**src/bbp_pkg.sv**
```systemverilog
//------------------------------------------------------------------------------
// Bimodal branch predictor package
// Sizes, codes, shared types and helpers of the predictor.
//------------------------------------------------------------------------------
package bbp_pkg;

   localparam int INDEX_BITS_MAX = 12;
   localparam int COUNT_BITS     = 32;
   localparam int TABLE_DEPTH    = 1 << INDEX_BITS_MAX;
   localparam int CSR_INDEX_W    = 2;

   localparam logic [CSR_INDEX_W-1:0] CSR_IDX_BITS        = 2'd0;
   localparam logic [CSR_INDEX_W-1:0] CSR_CTR_INIT        = 2'd1;
   localparam logic [CSR_INDEX_W-1:0] CSR_REPORT_INTERVAL = 2'd2;

   localparam logic OP_RESOLVE = 1'b0;
   localparam logic OP_CLEAR   = 1'b1;

   localparam logic [1:0] CTR_MAX = 2'd3;
   localparam logic [1:0] CTR_MIN = 2'd0;

   typedef enum logic [1:0] {
      ST_SWEEP,
      ST_IDLE,
      ST_LOOKUP
   } state_type;

   typedef struct packed {
      logic resolve;
      logic clear;
      logic miss;
   } stats_upd_type;

   typedef struct packed {
      logic [COUNT_BITS-1:0] total_branches;
      logic [COUNT_BITS-1:0] total_misses;
      logic                  interval_done;
      logic [COUNT_BITS-1:0] interval_misses;
   } stats_res_type;

   function automatic logic [COUNT_BITS-1:0] sat_inc(input logic [COUNT_BITS-1:0] v);
      return (v == '1) ? v : v + 1'b1;
   endfunction

endpackage

```
**src/bbp_stats.sv**
```systemverilog
//------------------------------------------------------------------------------
// Predictor statistics
// Saturating branch and miss counts since clear, and interval miss reports.
//------------------------------------------------------------------------------
module bbp_stats
   import bbp_pkg::*;
(
   input  logic                  clock,
   input  logic                  reset,
   input  logic [COUNT_BITS-1:0] report_interval,
   input  stats_upd_type         upd,
   output stats_res_type         res
);

   logic [COUNT_BITS-1:0] branch_ff, branch_in;
   logic [COUNT_BITS-1:0] miss_ff, miss_in;
   logic [COUNT_BITS-1:0] ipos_ff, ipos_in;
   logic [COUNT_BITS-1:0] imiss_ff, imiss_in;

   logic [COUNT_BITS-1:0] branch_inc;
   logic [COUNT_BITS-1:0] miss_new;
   logic [COUNT_BITS-1:0] ipos_inc;
   logic [COUNT_BITS-1:0] imiss_new;
   logic                  done;

   always_comb begin
      branch_inc = sat_inc(branch_ff);
      miss_new   = upd.miss ? sat_inc(miss_ff) : miss_ff;
      imiss_new  = upd.miss ? sat_inc(imiss_ff) : imiss_ff;
      ipos_inc   = sat_inc(ipos_ff);
      done       = (report_interval != '0) && (ipos_inc >= report_interval);

      branch_in = branch_ff;
      miss_in   = miss_ff;
      ipos_in   = ipos_ff;
      imiss_in  = imiss_ff;
      res       = '0;

      if (upd.clear) begin
         branch_in = '0;
         miss_in   = '0;
         ipos_in   = '0;
         imiss_in  = '0;
      end else if (upd.resolve) begin
         branch_in = branch_inc;
         miss_in   = miss_new;
         ipos_in   = done ? '0 : ipos_inc;
         imiss_in  = done ? '0 : imiss_new;
         res.total_branches  = branch_inc;
         res.total_misses    = miss_new;
         res.interval_done   = done;
         res.interval_misses = done ? imiss_new : '0;
      end
   end

   always_ff @(posedge clock) begin
      if (reset) begin
         branch_ff <= '0;
         miss_ff   <= '0;
         ipos_ff   <= '0;
         imiss_ff  <= '0;
      end else begin
         branch_ff <= branch_in;
         miss_ff   <= miss_in;
         ipos_ff   <= ipos_in;
         imiss_ff  <= imiss_in;
      end
   end

endmodule

```
**config.mk**
```make
export PLATFORM = sky130hd
export DESIGN_NAME = bbp_stats
export DESIGN_NICKNAME = d
export VERILOG_FILES = /design/src/bbp_pkg.sv /design/src/bbp_stats.sv
export SDC_FILE = /design/constraint.sdc
export NUM_CORES = 1
export LEC_CHECK = 0
export ABC_AREA = 1
export BUFFER_PORTS_ARGS = -buffer_cell sky130_fd_sc_hd__buf_2
export CORE_MARGIN = 2
export CORE_UTILIZATION = 32
export DETAILED_ROUTE_END_ITERATION = 10
export HOLD_SLACK_MARGIN = 0.15
export PLACE_DENSITY_LB_ADDON = 0.05
export SYNTH_ARGS = -nofsm -noshare
export SYNTH_HDL_FRONTEND = slang
export SYNTH_SLANG_ARGS = --single-unit
```
**constraint.sdc**
```tcl
create_clock -name clock -period 3.7 [get_ports clock]
set_input_delay 0.185 -clock clock [delete_from_list [all_inputs] [get_ports clock]]
set_output_delay 0.185 -clock clock [all_outputs]
set_load 0.005 [all_outputs]
```
* Word-level counts from Yosys, hierarchy flattened
Index checks and enable logic that the tools add are counted.
** Storage, ports and cells
- Bits of input ports :: 37
- Flip-flop bits (word level) :: 128
- Word-level logic and storage cells :: 27
** Cells by class
- Reduce and logical (&&, ||, !) cells :: 3
- $add $sub $neg :: 4
- Multiplexer cells :: 11
- Equal/unequal tests :: 4
- Magnitude comparators :: 1
** Operators by type and width (count)
- 2-to-1 mux 32 bit :: 9
- 2-to-1 mux 97 bit :: 2
- adder 32 x 1 -> 32 bit, second input constant :: 4
- equality test 32 bit, second input constant :: 4
- >= comparator 32 bit :: 1
- nonzero test 32 bit :: 1
- OR reduction 2 bit :: 1
- logical AND 1 bit :: 1

* Longest topological paths before layout
- Depth after elaboration :: 7
- Gate-level depth with buffers :: 24
- Depth with buffers taken out :: 23

* Worst setup path after synthesis
OpenSTA, ideal clock, no wires.
- Path kind :: register to output
- Start :: register ipos_ff[0]
- End :: output res[18] (netlist name)
- Data required time :: 3.515 ns
- Cell stages (with the launch flop) :: 19
- Data arrival time :: 2.718 ns
- Slack :: 0.797 ns
- Cell sequence :: dfxtp_1 -> ha_1 -> nand2_1 -> or2_2 -> nor2_1 -> xnor2_1 -> nand2_1 -> ha_1 -> nand2_1 -> nor2_1 -> nand2_1 -> nor2_1 -> nor2_1 -> nand2_1 -> nand2_1 -> nand2_1 -> nand3_1 -> clkbuf_1 -> a21oi_1
** RTL lines
- start: declaration :: line bbp_stats.sv:17 : logic [COUNT_BITS-1:0] ipos_ff, ipos_in;
- start signal: assignment :: line bbp_stats.sv:65 : ipos_ff <= ipos_in;
- end: declaration :: line bbp_stats.sv:12 : output stats_res_type res

==> impl_metrics.json <==
{
  "outcome": "complete, no violations",
  "setup_slack_at_placement_ps": 78.66,
  "power_per_unit_of_standard_cell_area_nw_per_um2": 282.6,
  "first_global_vias": 10810,
  "synth.largest_area_cell": "sky130_fd_sc_hd__dfxtp_1",
  "routedWlPerCell_um": 15.45,
  "io_pins": 134,
  "finalWorstPathRequiredPeriod_ps": 3592,
  "grt_pass1_wl_um": 57560,
  "worst_setup_path_start_kind": "flop",
  "overflow": 0,
  "worst-r2r-setup-slack_ps": 450,
  "antenna_found_initial": 0,
  "final_net_count": 1965,
  "p_leak_nw": 5.471,
  "yosys.cell_count.top_type": "sky130_fd_sc_hd__nand2_1",
  "synth.area.top_cells": "sky130_fd_sc_hd__dfxtp_1, sky130_fd_sc_hd__nand2_1, sky130_fd_sc_hd__nor2_1, sky130_fd_sc_hd__nand3_1, sky130_fd_sc_hd__a21oi_1",
  "timing.max_cap.violations": 0,
  "hold-worst-slack_ps": 308.0,
  "multi_input_comb_area_um2": 7333,
  "layoutNonFillerInstCount": 2346,
  "postSynthAreaPerCell_um2": 5.899,
  "antenna_left": 0,
  "critical_path.max_fanout": 8,
  "finalHoldViolations": 0,
  "rsz0062_at_grt": "yes",
  "drt_pass1_iterations": 5,
  "tritoncts.num_buffers": 17,
  "whs_path_depth": 5,
  "setup.worst_path.class": "reg -> out",
  "required_ps": 3510,
  "clock_latency_ps": 440,
  "vias_per_cell": 4.875,
  "cts_root_buf": "sky130_fd_sc_hd__clkbuf_16",
  "row_count": 66,
  "seq_area_um2": 2613,
  "start_util": 0.3240,
  "synth-warning-count": 0,
  "grt.total_usage": 0.2115,
  "post_route_cells_drive_above_1_share": 0.1880,
  "syn2layout_area_growth_pct": 23.90,
  "critPathCaptureType": "output port",
  "post_synth_instance_area_um2": 10490,
  "achievable-frequency_mhz": 278.4,
  "worstPathArrival_ps": 3410,
  "yosys_most_used_dff": "sky130_fd_sc_hd__dfxtp_1",
  "final.setup_skew_ps": 13.68,
  "port_buffers": 133,
  "library_cells_used_by_synthesis": 40,
  "ys_async_sr_fraction": 0,
  "period_share": 0.9708,
  "syn_nets": 1851,
  "clkSinkCount": 128,
  "die_area_um2": 34240,
  "die_h_um": 185.0,
  "worst_path_clk_slew_ps": 70,
  "fillCellCount": 3644,
  "netlist_instances": 1778,
  "timing.rr.end": "imiss_ff[2]$_SDFFE_PP0P_",
  "synthTopCellsByCount": "sky130_fd_sc_hd__nand2_1, sky130_fd_sc_hd__nor2_1, sky130_fd_sc_hd__inv_1",
  "tritoncts": "yes",
  "setup_violations": 0,
  "drcViolationCount": 0,
  "cts.path.max_buffers": 2,
  "origin_of_the_critical_flop_to_flop_path": "ipos_ff[10]$_SDFFE_PP0P_",
  "detailed_place_hpwl_um": 25970,
  "slew_worst_pin_ps": 752.4,
  "timing.final.ws_setup_ps": 107.9,
  "synth_edf_count": 0,
  "setup_total_neg_slack_ps": 0,
  "max-slew-margin-rel": 0.4937,
  "worst_r2r_path_depth": 20,
  "worst_hold_path.endpoint": "miss_ff[10]$_SDFFE_PP0P_",
  "core_um2": 32370,
  "die_x_um": 185.0,
  "routed_wl_um": 36250,
  "postSynthRegisterBits": 128,
  "timing.final.max_slew_violations": 0,
  "irDropWorstVdd_mv": 0.3313,
  "largest_net_degree_at_the_start_of_global_routing": 150,
  "num_antenna_cells": 0,
  "drt_iter0_markers": 612,
  "route.vias.total": 11440,
  "yosysSeqAreaShare": 0.2443,
  "hold_path.class": "in -> reg",
  "utilization": 0.4014,
  "cts_max_level": 4,
  "gp_congestion": 0.8933,
  "synth_top_area_frac": 0.2443,
  "hold_path.startpoint": "reset",
  "dp_cells": 2295
}
flip-flops by register name, indices dropped and copies added (netlist names):
| register | flops |
|---|---|
| ipos_ff | 32 |
| miss_ff | 32 |
| branch_ff | 32 |
| imiss_ff | 32 |
what timing repair did:
item	in CTS	in global routing
hold buffers	0	0
gates resized for setup	28	132
setup buffers	3	12
pin swaps	6	40
setup endpoints to repair	33	33
gates cloned	2	3
final cells by class:
cell class / count / area share
tap: 442 / 0.04256
clock buffer: 17 / 0.03274
clock inverter: 14 / 0.01666
sequential: 128 / 0.2011
multi-input combinational: 1378 / 0.5644
inverter: 196 / 0.05701
timing repair buffer: 171 / 0.08560
layer usage:
metal,vias up,track usage,wire [um]
li1,5927,-,-
met1,5257,0.2865,17580
met2,217,0.3546,16640
met3,36,0.02812,1405
met4,0,0.05175,624
met5,-,0,0
report_power, final:
part	leakage, nW	internal, W	switching [W]
sequential	1.05	0.00140	0.0000303
clock	0.301	0.00119	0.000722
combinational	4.12	0.000104	0.000229
kinds of logic after synthesis:
logic type,share of synthesized area
compound gates,0.1217
buf+inv,0.1040
xor+xnor,0.06681
flops,0.2443
fa+ha+maj,0.04295
simple gates,0.4202
worst max-delay path by stage:
stage / startpoint / endpoint / slack, ps
2_1_floorplan: ipos_ff[0]$_SDFFE_PP0P_ / res[18] / 800
3_3_place_gp: ipos_ff[3]$_SDFFE_PP0P_ / imiss_ff[5]$_SDFFE_PP0P_ / 200
3_5_place_dp: ipos_ff[1]$_SDFFE_PP0P_ / imiss_ff[6]$_SDFFE_PP0P_ / 80
4_1_cts: ipos_ff[1]$_SDFFE_PP0P_ / res[18] / -30
5_1_grt: ipos_ff[10]$_SDFFE_PP0P_ / res[17] / -110
6_report: ipos_ff[8]$_SDFFE_PP0P_ / res[20] / 110
placed cells by master (no fill, tap or decap), drive strengths merged:
master,count
xor2,59
dfxtp,128
and3,1
xnor2,21
o21a,1
o21bai,5
or2,6
nand4,26
o211ai,24
nand3,175
buf,168
nor3b,2
nor3,37
nor4,4
nand3b,8
clkinv,15
ha,36
clkinvlp,4
o21ai,45
a21o,3
and2,6
bufinv,5
nand2,502
clkbuf,20
nor2,258
inv,186
a21oi,159
stage by stage:
step / total power (W) / instance area (um2)
after floorplan: 0.001678 / 10490
after global placement: 0.001786 / 11530
after detailed placement: 0.001789 / 11530
after CTS: 0.003714 / 12360
after global routing: 0.003815 / 12990
final: 0.003672 / 12990
critical path, stage by stage, from the launching register on:
cell and delay (ps):
sky130_fd_sc_hd__dfxtp_4 390, sky130_fd_sc_hd__nand2_2 110, sky130_fd_sc_hd__nor3_4 240, sky130_fd_sc_hd__nand2_2 120
sky130_fd_sc_hd__nor3_4 230, sky130_fd_sc_hd__xnor2_1 140, sky130_fd_sc_hd__nand2_1 120, sky130_fd_sc_hd__ha_4 280
sky130_fd_sc_hd__nand2_1 70, sky130_fd_sc_hd__nor2_2 100, sky130_fd_sc_hd__nand4_1 170, sky130_fd_sc_hd__nor2_4 170
sky130_fd_sc_hd__nand2_2 80, sky130_fd_sc_hd__nand2_4 80, sky130_fd_sc_hd__nand3_4 180, sky130_fd_sc_hd__clkbuf_16 250
sky130_fd_sc_hd__a21oi_2 90, sky130_fd_sc_hd__buf_2 120
Note: power is estimated with default switching activity, not from simulation.
